--- src/hdl/rpt_pkg.sv ---
`timescale 1ns / 1ps
// ----------------------------------------------------------------------------
// rpt_pkg
// Shared types and constants for the retransmit pending table.
// ----------------------------------------------------------------------------
package rpt_pkg;

  localparam int KEY_W     = 32;
  localparam int CLIENT_W  = 48;
  localparam int NOW_W     = 32;
  localparam int RC_W      = 4;
  localparam int TIMEOUT_W = 8;
  localparam int RETRY_W   = 3;
  localparam int KIND_W    = 3;
  localparam int CFG_IDX_W = 1;
  localparam int CFG_W     = TIMEOUT_W;

  localparam int ENTRY_W    = RC_W + CLIENT_W + KEY_W;
  localparam int IN_DATA_W  = KEY_W + CLIENT_W + NOW_W;
  localparam int OUT_DATA_W = KEY_W + CLIENT_W;

  localparam logic [RC_W-1:0]      RC_MAX          = '1;
  localparam logic [TIMEOUT_W-1:0] TIMEOUT_RESET   = 8'd1;
  localparam logic [RETRY_W-1:0]   MAX_RETRY_RESET = 3'd2;

  typedef enum logic [KIND_W-1:0] {
    KIND_RESEND    = 3'd0,
    KIND_LOST      = 3'd1,
    KIND_ACKED     = 3'd2,
    KIND_NOT_FOUND = 3'd3,
    KIND_STORED    = 3'd4,
    KIND_FULL      = 3'd5
  } kind_e;

  typedef enum logic [CFG_IDX_W-1:0] {
    REG_TIMEOUT     = 1'b0,
    REG_MAX_RETRIES = 1'b1
  } reg_idx_e;

  typedef enum logic {
    MODE_STORE = 1'b0,
    MODE_ACK   = 1'b1
  } mode_e;

  typedef enum logic [1:0] {
    ST_IDLE,
    ST_READ,
    ST_EVAL,
    ST_FINISH
  } state_e;

  // verdict on one table entry
  typedef struct packed {
    logic            match;
    logic            lost;
    logic            resend;
    logic [RC_W-1:0] rc_next;
  } judge_t;

endpackage

--- src/hdl/retransmit_pending_table.sv ---
`timescale 1ns / 1ps
// Store: result registered the cycle after the item is accepted; stores are
//   taken back to back while the result output is not stalled. Acknowledge
//   over N entries: a read-evaluate-write loop on the single table RAM walks
//   each entry through ST_READ then ST_EVAL (held while the output is stalled);
//   no new item is taken until the walk ends. Reset: entry count cleared,
//   timeout 1, retry limit 2; table contents left undefined, need no clearing pass.
// ----------------------------------------------------------------------------
// retransmit_pending_table
// Arrival-ordered table of messages awaiting acknowledgment with timeout
// resend and retry-limit drop, compacted in place during each walk.
// ----------------------------------------------------------------------------
module retransmit_pending_table #(
  parameter int TABLE_DEPTH = 16
) (
  input  logic                              clk_i,
  input  logic                              rst_ni,
  // configuration write port
  input  logic                              cfg_we_i,
  input  logic [rpt_pkg::CFG_IDX_W-1:0]     cfg_idx_i,
  input  logic [rpt_pkg::CFG_W-1:0]         cfg_data_i,
  // input items
  input  logic                              s_axis_tvalid,
  output logic                              s_axis_tready,
  input  logic [rpt_pkg::IN_DATA_W-1:0]     s_axis_tdata,  // key, client_address, now
  input  logic                              s_axis_tuser,  // mode
  // result items
  output logic                              m_axis_tvalid,
  input  logic                              m_axis_tready,
  output logic [rpt_pkg::OUT_DATA_W-1:0]    m_axis_tdata,  // entry_key, entry_client
  output logic [rpt_pkg::KIND_W-1:0]        m_axis_tuser,  // kind
  output logic                              m_axis_tlast   // last
);
  import rpt_pkg::*;

  localparam int IW = $clog2(TABLE_DEPTH);
  localparam int CW = $clog2(TABLE_DEPTH + 1);
  localparam logic [CW-1:0] FULL_COUNT = CW'(TABLE_DEPTH);

  state_e state_q, state_d;

  logic [CW-1:0] count_q, count_d;
  logic [CW-1:0] rd_q, rd_d;
  logic [CW-1:0] wr_q, wr_d;
  logic          found_q, found_d;

  logic [KEY_W-1:0] key_q, key_d;
  logic [NOW_W-1:0] now_q, now_d;

  logic [TIMEOUT_W-1:0] timeout_q;
  logic [RETRY_W-1:0]   max_retries_q;

  logic                out_valid_q;
  logic [KIND_W-1:0]   out_kind_q, out_kind_d;
  logic [KEY_W-1:0]    out_key_q, out_key_d;
  logic [CLIENT_W-1:0] out_client_q, out_client_d;
  logic                out_last_q, out_last_d;
  logic                out_load;
  logic                out_free;

  logic               ram_we;
  logic [IW-1:0]      ram_waddr;
  logic [ENTRY_W-1:0] ram_wdata;
  logic               ram_re;
  logic [ENTRY_W-1:0] ram_rdata;

  logic [KEY_W-1:0]    in_key;
  logic [CLIENT_W-1:0] in_client;
  logic [NOW_W-1:0]    in_now;

  logic [KEY_W-1:0]    ent_key;
  logic [CLIENT_W-1:0] ent_client;
  logic [RC_W-1:0]     ent_rc;
  judge_t              judge;
  logic                emit;

  assign in_key    = s_axis_tdata[KEY_W-1:0];
  assign in_client = s_axis_tdata[KEY_W +: CLIENT_W];
  assign in_now    = s_axis_tdata[KEY_W + CLIENT_W +: NOW_W];

  assign ent_key    = ram_rdata[KEY_W-1:0];
  assign ent_client = ram_rdata[KEY_W +: CLIENT_W];
  assign ent_rc     = ram_rdata[KEY_W + CLIENT_W +: RC_W];

  assign out_free = !out_valid_q || m_axis_tready;

  rpt_ram #(
    .WIDTH(ENTRY_W),
    .DEPTH(TABLE_DEPTH)
  ) u_table (
    .clk_i  (clk_i),
    .we_i   (ram_we),
    .waddr_i(ram_waddr),
    .wdata_i(ram_wdata),
    .re_i   (ram_re),
    .raddr_i(rd_q[IW-1:0]),
    .rdata_o(ram_rdata)
  );

  rpt_judge u_judge (
    .entry_key_i  (ent_key),
    .entry_rc_i   (ent_rc),
    .search_key_i (key_q),
    .now_i        (now_q),
    .timeout_i    (timeout_q),
    .max_retries_i(max_retries_q),
    .judge_o      (judge)
  );

  assign emit = !found_q && (judge.match || judge.lost || judge.resend);

  always_comb begin
    state_d       = state_q;
    count_d       = count_q;
    rd_d          = rd_q;
    wr_d          = wr_q;
    found_d       = found_q;
    key_d         = key_q;
    now_d         = now_q;
    out_load      = 1'b0;
    out_kind_d    = out_kind_q;
    out_key_d     = out_key_q;
    out_client_d  = out_client_q;
    out_last_d    = out_last_q;
    ram_we        = 1'b0;
    ram_waddr     = wr_q[IW-1:0];
    ram_wdata     = ram_rdata;
    ram_re        = 1'b0;
    s_axis_tready = 1'b0;

    unique case (state_q)
      ST_IDLE: begin
        s_axis_tready = out_free;
        if (s_axis_tvalid && out_free) begin
          if (s_axis_tuser == MODE_STORE) begin
            out_load     = 1'b1;
            out_key_d    = in_key;
            out_client_d = in_client;
            out_last_d   = 1'b1;
            if (count_q == FULL_COUNT) begin
              out_kind_d = KIND_FULL;
            end else begin
              out_kind_d = KIND_STORED;
              ram_we     = 1'b1;
              ram_waddr  = count_q[IW-1:0];
              ram_wdata  = {{RC_W{1'b0}}, in_client, in_key};
              count_d    = count_q + 1'b1;
            end
          end else begin
            key_d   = in_key;
            now_d   = in_now;
            rd_d    = '0;
            wr_d    = '0;
            found_d = 1'b0;
            state_d = ST_READ;
          end
        end
      end
      ST_READ: begin
        if (rd_q == count_q) begin
          state_d = ST_FINISH;
        end else begin
          ram_re  = 1'b1;
          state_d = ST_EVAL;
        end
      end
      ST_EVAL: begin
        // hold the entry until the output register has room
        if (!emit || out_free) begin
          rd_d    = rd_q + 1'b1;
          state_d = ST_READ;
          out_key_d    = ent_key;
          out_client_d = ent_client;
          out_last_d   = 1'b0;
          if (found_q) begin
            ram_we = 1'b1;
            wr_d   = wr_q + 1'b1;
          end else if (judge.match) begin
            out_load   = 1'b1;
            out_kind_d = KIND_ACKED;
            out_last_d = 1'b1;
            found_d    = 1'b1;
          end else if (judge.lost) begin
            out_load   = 1'b1;
            out_kind_d = KIND_LOST;
          end else begin
            ram_we    = 1'b1;
            ram_wdata = {(judge.resend ? judge.rc_next : ent_rc), ent_client, ent_key};
            wr_d      = wr_q + 1'b1;
            if (judge.resend) begin
              out_load   = 1'b1;
              out_kind_d = KIND_RESEND;
            end
          end
        end
      end
      ST_FINISH: begin
        if (found_q) begin
          count_d = wr_q;
          state_d = ST_IDLE;
        end else if (out_free) begin
          out_load     = 1'b1;
          out_kind_d   = KIND_NOT_FOUND;
          out_key_d    = key_q;
          out_client_d = '0;
          out_last_d   = 1'b1;
          count_d      = wr_q;
          state_d      = ST_IDLE;
        end
      end
      default: begin
        state_d = ST_IDLE;
      end
    endcase
  end

  always_ff @(posedge clk_i or negedge rst_ni) begin
    if (!rst_ni) begin
      state_q <= ST_IDLE;
      count_q <= '0;
      rd_q    <= '0;
      wr_q    <= '0;
      found_q <= 1'b0;
    end else begin
      state_q <= state_d;
      count_q <= count_d;
      rd_q    <= rd_d;
      wr_q    <= wr_d;
      found_q <= found_d;
    end
  end

  always_ff @(posedge clk_i) begin
    key_q <= key_d;
    now_q <= now_d;
    if (out_load) begin
      out_kind_q   <= out_kind_d;
      out_key_q    <= out_key_d;
      out_client_q <= out_client_d;
      out_last_q   <= out_last_d;
    end
  end

  always_ff @(posedge clk_i or negedge rst_ni) begin
    if (!rst_ni) begin
      out_valid_q <= 1'b0;
    end else if (out_load) begin
      out_valid_q <= 1'b1;
    end else if (m_axis_tready) begin
      out_valid_q <= 1'b0;
    end
  end

  always_ff @(posedge clk_i or negedge rst_ni) begin
    if (!rst_ni) begin
      timeout_q     <= TIMEOUT_RESET;
      max_retries_q <= MAX_RETRY_RESET;
    end else if (cfg_we_i) begin
      unique case (cfg_idx_i)
        REG_TIMEOUT:     timeout_q     <= cfg_data_i;
        REG_MAX_RETRIES: max_retries_q <= cfg_data_i[RETRY_W-1:0];
        default: begin
          timeout_q <= timeout_q;
        end
      endcase
    end
  end

  assign m_axis_tvalid = out_valid_q;
  assign m_axis_tdata  = {out_client_q, out_key_q};
  assign m_axis_tuser  = out_kind_q;
  assign m_axis_tlast  = out_last_q;

endmodule

--- src/hdl/rpt_ram.sv ---
`timescale 1ns / 1ps
// ----------------------------------------------------------------------------
// rpt_ram
// Generic single-write, single-read RAM with registered read data.
// ----------------------------------------------------------------------------
module rpt_ram #(
  parameter int WIDTH = 8,
  parameter int DEPTH = 16
) (
  input  logic                     clk_i,
  input  logic                     we_i,
  input  logic [$clog2(DEPTH)-1:0] waddr_i,
  input  logic [WIDTH-1:0]         wdata_i,
  input  logic                     re_i,
  input  logic [$clog2(DEPTH)-1:0] raddr_i,
  output logic [WIDTH-1:0]         rdata_o
);

  logic [WIDTH-1:0] mem_q [DEPTH];
  logic [WIDTH-1:0] rdata_q;

  always_ff @(posedge clk_i) begin
    if (we_i) begin
      mem_q[waddr_i] <= wdata_i;
    end
    if (re_i) begin
      rdata_q <= mem_q[raddr_i];
    end
  end

  assign rdata_o = rdata_q;

endmodule

--- src/hdl/rpt_judge.sv ---
`timescale 1ns / 1ps
// ----------------------------------------------------------------------------
// rpt_judge
// Entry evaluator shared by every step of an acknowledge walk: key compare,
// retry limit compare, wrap-around age compare and saturating retry count step.
// ----------------------------------------------------------------------------
module rpt_judge (
  input  logic [rpt_pkg::KEY_W-1:0]     entry_key_i,
  input  logic [rpt_pkg::RC_W-1:0]      entry_rc_i,
  input  logic [rpt_pkg::KEY_W-1:0]     search_key_i,
  input  logic [rpt_pkg::NOW_W-1:0]     now_i,
  input  logic [rpt_pkg::TIMEOUT_W-1:0] timeout_i,
  input  logic [rpt_pkg::RETRY_W-1:0]   max_retries_i,
  output rpt_pkg::judge_t               judge_o
);
  import rpt_pkg::*;

  logic [KEY_W-1:0] age;

  // age wraps modulo 2^32
  assign age = now_i - entry_key_i;

  always_comb begin
    judge_o.match   = (entry_key_i == search_key_i);
    judge_o.lost    = (entry_rc_i > {{(RC_W - RETRY_W){1'b0}}, max_retries_i});
    judge_o.resend  = (age > {{(KEY_W - TIMEOUT_W){1'b0}}, timeout_i});
    judge_o.rc_next = (entry_rc_i == RC_MAX) ? entry_rc_i : entry_rc_i + 1'b1;
  end

endmodule

--- config.mk ---
export PLATFORM = sky130hd
export DESIGN_NAME = retransmit_pending_table
export DESIGN_NICKNAME = d
export VERILOG_FILES = /design/src/hdl/rpt_pkg.sv /design/src/hdl/retransmit_pending_table.sv /design/src/hdl/rpt_ram.sv /design/src/hdl/rpt_judge.sv
export SDC_FILE = /design/constraint.sdc
export NUM_CORES = 2
export LEC_CHECK = 0
export ABC_AREA = 1
export BUFFER_PORTS_ARGS = -buffer_cell sky130_fd_sc_hd__buf_2
export CAP_MARGIN = 10
export CORE_MARGIN = 5
export CORE_UTILIZATION = 45
export DETAILED_ROUTE_END_ITERATION = 12
export HOLD_SLACK_MARGIN = 0.02
export PLACE_DENSITY_LB_ADDON = 0.05
export SLEW_MARGIN = 25
export SYNTH_ARGS = -nofsm -noshare
export SYNTH_HDL_FRONTEND = slang
export SYNTH_SLANG_ARGS = --single-unit
--- constraint.sdc ---
create_clock -name clk_i -period 6.74 [get_ports clk_i]
set_input_delay 0.674 -clock clk_i [delete_from_list [all_inputs] [get_ports clk_i]]
set_output_delay 0.674 -clock clk_i [all_outputs]
set_load 0.01 [all_outputs]
## Word level (Yosys, flattened, before mapping)

Memory sizes are Yosys's and may differ from the RTL's. A register that Yosys moved wholly into a read port is not among the register bits.
Cells that the tools add are included.

- Bits in read-only memories: 0
- Output and inout bits: 86
- Input bits: 127
- Memories: 1
- Bits in latches: 0
- RAM bits: 1344
- Bits in registers: 178
- Logic and storage cells: 162

- Add/subtract/negate cells: 5
- Bitwise operators: 1
- Reductions and logical operators: 23
- Shifts and indexed selects: 0
- Order comparisons: 2
- Eq/ne operators: 19
- Divide/modulo/power cells: 0
- Multipliers: 0
- Mux-type cells: 97

Memories:

| name | depth | width | rd ports | clocked after memory_dff | wr ports | RTL line | RTL |
|---|---|---|---|---|---|---|---|
| u_table.mem_q | 16 | 84 | 1 | 1 | 1 | rpt_ram.sv:19 | `logic [WIDTH-1:0] mem_q [DEPTH];` |

Operators with widths:

| operator | count |
|---|---|
| 84-bit 2-to-1 mux | 7 |
| 48-bit 2-to-1 mux | 5 |
| 84-bit case mux with 2 select lines | 1 |
| 32-bit 2-to-1 mux | 5 |
| 48-bit case mux with 3 select lines | 1 |
| 32-bit case mux with 3 select lines | 1 |
| 5-bit 2-to-1 mux | 12 |
| 1-bit 2-to-1 mux | 36 |
| 32-bit equality test | 1 |
| 32-bit by 8-bit greater-than comparator with 1-bit output | 1 |
| 32-bit subtractor | 1 |
| 5-bit case mux with 2 select lines | 3 |
| 3-bit 2-to-1 mux | 9 |
| 4-bit 2-to-1 mux | 6 |
| 2-bit inequality test (second input constant) | 8 |
| 5-bit by 1-bit adder with 5-bit output (second input constant) | 3 |
| 2-bit 2-to-1 mux | 5 |
| 3-bit inequality test (second input constant) | 3 |
| 3-bit case mux with 3 select lines | 1 |
| 9-bit AND reduction | 1 |
| 2-bit case mux with 4 select lines | 1 |
| 4-bit AND reduction | 2 |
| 7-bit AND reduction | 1 |
| 1-bit case mux with 3 select lines | 2 |
| other kinds (20) | 31 |

## Depth between registers and ports, before layout

- Depth after elaboration: 10
- Depth in mapped cells: 27
- Depth with buffers taken out: 27

## Hierarchy

A second synthesis with hierarchy kept.

- Cell total of the unflattened synthesis: 7047
- Area, all modules: 71513.6 um^2

By module, submodules not included:

| module | instances | area an instance (um^2) | seq. area each (um^2) | cells each |
|---|---|---|---|---|
| rpt_ram | 1 | 59776.1 | 42881.1 | 5517 |
| retransmit_pending_table | 1 | 8388.0 | 5197.5 | 871 |
| rpt_judge | 1 | 3349.5 | 0.0 | 659 |

## Least setup slack after synthesis

Ideal clock, no wire load.

- Kind: register to register
- Start: reg u_table.rdata_q[0], in the netlist u_table.rdata_o[0], read port of u_table.mem_q
- End: mem u_table.mem_q[0][0] in the netlist's numbering, enable pin
- Path buffers: 0
- Data required time: 6.213 ns
- Library setup time: 0.527 ns
- Data arrival time: 6.313 ns
- Path slack: -0.099 ns
- Cell stages (with the launch flop): 24
- Cell sequence: edfxtp_1 > ha_1 > fa_1 > inv_1 > nand3_1 > nand3_1 > xor2_1 > ha_1 > nand2_1 > nor2_1 > nand4_1 > nand2_1 > nand2_1 > nor2_1 > nand3_1 > nor2_1 > nand2_1 > nor2_2 > nand4_2 > nand3_1 > nand2_1 > nand2_2 > nand2_1 > nor2_1

- Word-level cells in the longest chain between the ends: 10
- Elaborated cells between the ends (all ways): 14
- Those cells by class: add/sub: 1; order compare: 1; eq/ne: 1; mux: 6; reduce/logical: 5

RTL lines:

| item | RTL line | RTL |
|---|---|---|
| start, declared | rpt_ram.sv:20 | `logic [WIDTH-1:0] rdata_q;` |
| 32-bit subtractor or 32-bit equality test (tied branches) | rpt_judge.sv:21, rpt_judge.sv:24 |  |
| 32-bit by 8-bit greater-than comparator with 1-bit output or 1-bit logical OR (tied branches) | rpt_judge.sv:26, retransmit_pending_table.sv:110 |  |
| 1-bit logical OR | retransmit_pending_table.sv:110 | `assign emit = !found_q && (judge.match \|\| judge.lost \|\| judge.resend);` |
| 1-bit logical AND | retransmit_pending_table.sv:110 |  |
| 1-bit zero test | retransmit_pending_table.sv:169 | `if (!emit \|\| out_free) begin` |
| 1-bit logical OR | retransmit_pending_table.sv:169 |  |
| 1-bit 2-to-1 mux (*) | retransmit_pending_table.sv:169 |  |
| 1-bit case mux with 2 select lines (*) | retransmit_pending_table.sv:131 | `unique case (state_q)` |
| 1-bit 2-to-1 mux (*) | rpt_ram.sv:23 | `if (we_i) begin` |
| 1-bit 2-to-1 mux (not written as such) (*) | rpt_ram.sv:24 | `mem_q[waddr_i] <= wdata_i;` |
| end, declared | rpt_ram.sv:19 |  |

Mark *: on every way between the ends. The rest lies on a longest branch, timed or not.

## Worst setup path in the final report

- Start: reg u_table.rdata_q[2], in the netlist u_table.rdata_o[2], read port of u_table.mem_q
- End: mem u_table.mem_q[6][3] in the netlist's numbering, enable pin

The elaborated chain is that of the path after synthesis.

==> results.cfg <==
[power_and_ir_drop]
total_leakage_power_nw = 25.9
share_clk_of_total_power_pct = 28.7
power-per-cell-area_nw_per_um2 = 413
netSwitchingFraction_pct = 33.1
power_frac_comb_pct = 27.3
net-switching-power_mw = 10.3
power_mw = 31.2
power_frac_seq_pct = 44.0
irDropWorstVdd_mv = 0.274
cell_internal_pwr_mw = 20.9

[clock_network]
cts_made_buffers = 172
clock-sinks = 1606
cts.htree.levels = 4
ctsRootBufferMaster = sky130_fd_sc_hd__clkbuf_16
cts_tree = done
cts.path.max_buffers = 3
clk_pin_slew_worst_paths_ns = 0.06
clkLatencyLatePin_ns = 0.79
cts.repair_timing.setup_buffer_count = 0

[route]
dr.first_iter.drc_count = 3562
met3_routed_wl_mm = 8.32
drc_errors = 0
route.layer.met1.wl_mm = 83.2
postRouteWirelength_mm = 180
vias = 41700
maxUsedRoutingLayer = met4
detail-route-antenna-nets = 0
vias_per_cell = 5.60
drt-wirelength-per-cell_um = 24.3
met2WireLength_mm = 85.4
drt_pass1_iterations = 5

[critical_path]
arrival_ns = 5.75
cpMaxStageDelayCell = sky130_fd_sc_hd__nor2_4
ff2ff_setup_slack_ns = 1.44
timing.critical_path.slowest_cell_delay_ns = 0.73
crit_buf_inv = 2
worstSetupPathType = flip-flop to flip-flop
critical-path-top-cell-by-count = sky130_fd_sc_hd__nand2_1
setup.worst_path.end_class = flip-flop
cp-start-kind = flip-flop
cp.required_ns = 7.19
critical-path-top-delay-family = simple AND/OR/NAND/NOR gates
maximum_fanout_count_along_the_critical_path = 16

[synthesis]
netlist_area_um2 = 65900
postSynthNetCount = 5281
synth_cells = 5106
netlist_top_cells_area = sky130_fd_sc_hd__edfxtp_1 72%, sky130_fd_sc_hd__nor2_1 4.7%, sky130_fd_sc_hd__nand2_1 3.9%
synth-seq-cells = 1606
synth_ff_type = sky130_fd_sc_hd__edfxtp_1
synth-async-reset-ratio_pct = 1.87
yosysTopAreaCellShare_pct = 71.9
netlist.top_cell.by_area = sky130_fd_sc_hd__edfxtp_1
synth_sequential_area_ratio_pct = 73.0
synthesis.yosys.warnings = 0
post_synth.cell_area_avg_um2 = 12.9
synth_edf_count = 1576
synth_cell_types = 49

[cells_and_area]
layout.cells.most_common_list = 1576 x sky130_fd_sc_hd__edfxtp_1, 810 x sky130_fd_sc_hd__nor2_1, 689 x sky130_fd_sc_hd__nand2_1, 477 x sky130_fd_sc_hd__o21ai_0, 255 x sky130_fd_sc_hd__inv_1
drive_above_1_share_pct = 12.3
flow.area_growth_from_synthesis_pct = 14.8
nNetsFinal = 5552
final_core_utilization_pct = 51.9
cell_area_after_layout_um2 = 75600
most_common_library_cell_in_the_layout_ignoring_fill_and_taps = sky130_fd_sc_hd__edfxtp_1
antenna-diode-count = 0

[sta]
fin_crit_sh_pct = 78.6
max_slew.worst_pin.slew_ns = 1.08
slew_viol_final = 0
max_freq_mhz = 189
finalSetupViolCount = 0
setup_tns_ns = 0
timing.max_slew.rel_slack_pct = 27.7
timing_hold_violations_final = 0
final.setup.worst_slack_ns = 1.44
final.setup_skew_ns = 0.0268
finalWorstPathRequiredPeriod_ns = 5.30
rsz0062_at_grt = false

[placed_design]
placed_area_um2 = 70000
io_buffers = 212
post-dp-hpwl_mm = 104
post-place-ws_ns = 1.43
gpl.final_weighted_congestion = 0.892

[grt]
antenna_found_initial = 0
global_route.overflow_total = 0
maximum_number_of_pins_on_one_net_before_global_route_repair = 241
grt_pass1_vias = 40500
overall_global_routing_usage_pct = 23.2
wire_length_of_the_first_global_routing_pass_mm = 268

[die]
boundaryPins = 213
initial_core_util_pct = 45.2
die-width_um = 393
die_outline_area_um2 = 154000
fp.coreArea_um2 = 146000
num_rows = 140
die_h_um = 393

[min_path]
worstHoldPathType = primary input to flip-flop

[run]
drv_cap = 0

[status]
result_of_the_run = complete, no violations
==> registers in the layout (all words and copies together) (netlist names) <==
name,count
m_axis_tvalid,1
max_retries_q,3
wr_q,5
m_axis_tlast,1
out_key_q,32
u_table.rdata_o,84
now_q,32
out_client_q,48
state_q,2
timeout_q,8
found_q,1
m_axis_tuser,3
u_table.mem_q,1344
key_q,32
count_q,5
rd_q,5
==> final cells by class <==
cell class | instances | area [um^2]
inverter | 263 | 1010
tap | 1917 | 2400
multi-input combinational | 2941 | 15900
fill | 12500 | 70000
clock buffer | 227 | 4620
sequential | 1606 | 48100
timing repair buffer | 393 | 2950
clock inverter | 86 | 677
==> worst paths after layout <==
check,from,endpoint,depth (start not counted)
min reg2reg,timeout_q[2],timeout_q[2],2
min in group asynchronous,rst_ni,timeout_q[1],2
max reg2reg,u_table.rdata_o[2],u_table.mem_q[6][3],25
min,s_axis_tdata[102],now_q[22],1
max,u_table.rdata_o[2],u_table.mem_q[6][3],25
max in group asynchronous,rst_ni,rd_q[0],2
==> per-layer routing <==
metal	GRT usage, %	up-vias
met2	37.7	1038
met5	0	-
met4	5.36	0
met1	33.6	21100
li1	-	19300
met3	2.98	220
==> synthesized netlist by cell type, types with 2 or more instances <==
master / number
sky130_fd_sc_hd__xor2_1: 21
sky130_fd_sc_hd__o32ai_1: 197
sky130_fd_sc_hd__nor4_1: 5
sky130_fd_sc_hd__a21oi_1: 36
sky130_fd_sc_hd__o22ai_1: 3
sky130_fd_sc_hd__buf_2: 25
sky130_fd_sc_hd__nand3_1: 183
sky130_fd_sc_hd__nand4_1: 21
sky130_fd_sc_hd__nor2_2: 8
sky130_fd_sc_hd__o21bai_1: 5
sky130_fd_sc_hd__dfrtp_1: 28
sky130_fd_sc_hd__or2_2: 4
sky130_fd_sc_hd__nand3b_1: 6
sky130_fd_sc_hd__o211ai_1: 49
sky130_fd_sc_hd__o221ai_1: 155
sky130_fd_sc_hd__nand2_1: 690
sky130_fd_sc_hd__ha_1: 47
sky130_fd_sc_hd__o21ai_2: 6
sky130_fd_sc_hd__o21ai_0: 493
sky130_fd_sc_hd__nor3_1: 6
sky130_fd_sc_hd__clkbuf_1: 246
sky130_fd_sc_hd__inv_1: 261
sky130_fd_sc_hd__dfstp_2: 2
sky130_fd_sc_hd__buf_1: 23
sky130_fd_sc_hd__nand2_2: 6
sky130_fd_sc_hd__nor2_1: 830
sky130_fd_sc_hd__mux2i_1: 139
sky130_fd_sc_hd__edfxtp_1: 1576
sky130_fd_sc_hd__xnor2_1: 11
sky130_fd_sc_hd__nand3_2: 5
==> through the flow <==
stage,cells,hold slack (ns)
2_1_floorplan,5106,0.378
3_3_place_gp,7091,0.477
3_5_place_dp,7095,0.486
4_1_cts,7433,0.0211
5_1_grt,7433,0.0440
6_report,7433,0.0920
==> repair_timing <==
item,in CTS,in global routing
hold endpoints to repair,52,0
gates resized for setup,0,0
hold buffers,25,0
==> logic make-up after synthesis <==
group,Yosys count,synth area share [%]
xor+xnor,32,0.426
buf+inv,559,3.25
compound gates,949,9.48
flops,1606,73.0
mux,139,2.11
fa+ha+maj,48,0.923
simple gates,1773,10.8
==> power by group through the flow <==
stage                     sequential, mW  clock, mW  combinational, mW
after global placement              13.9          0               8.55
after detailed placement            13.9          0               8.55
after floorplan                     14.0          0               4.95
final                               13.7       8.98               8.52
after CTS                           13.7       9.19               8.60
after global routing                13.8       9.63               9.40
Power figures use the tool's default switching activity.
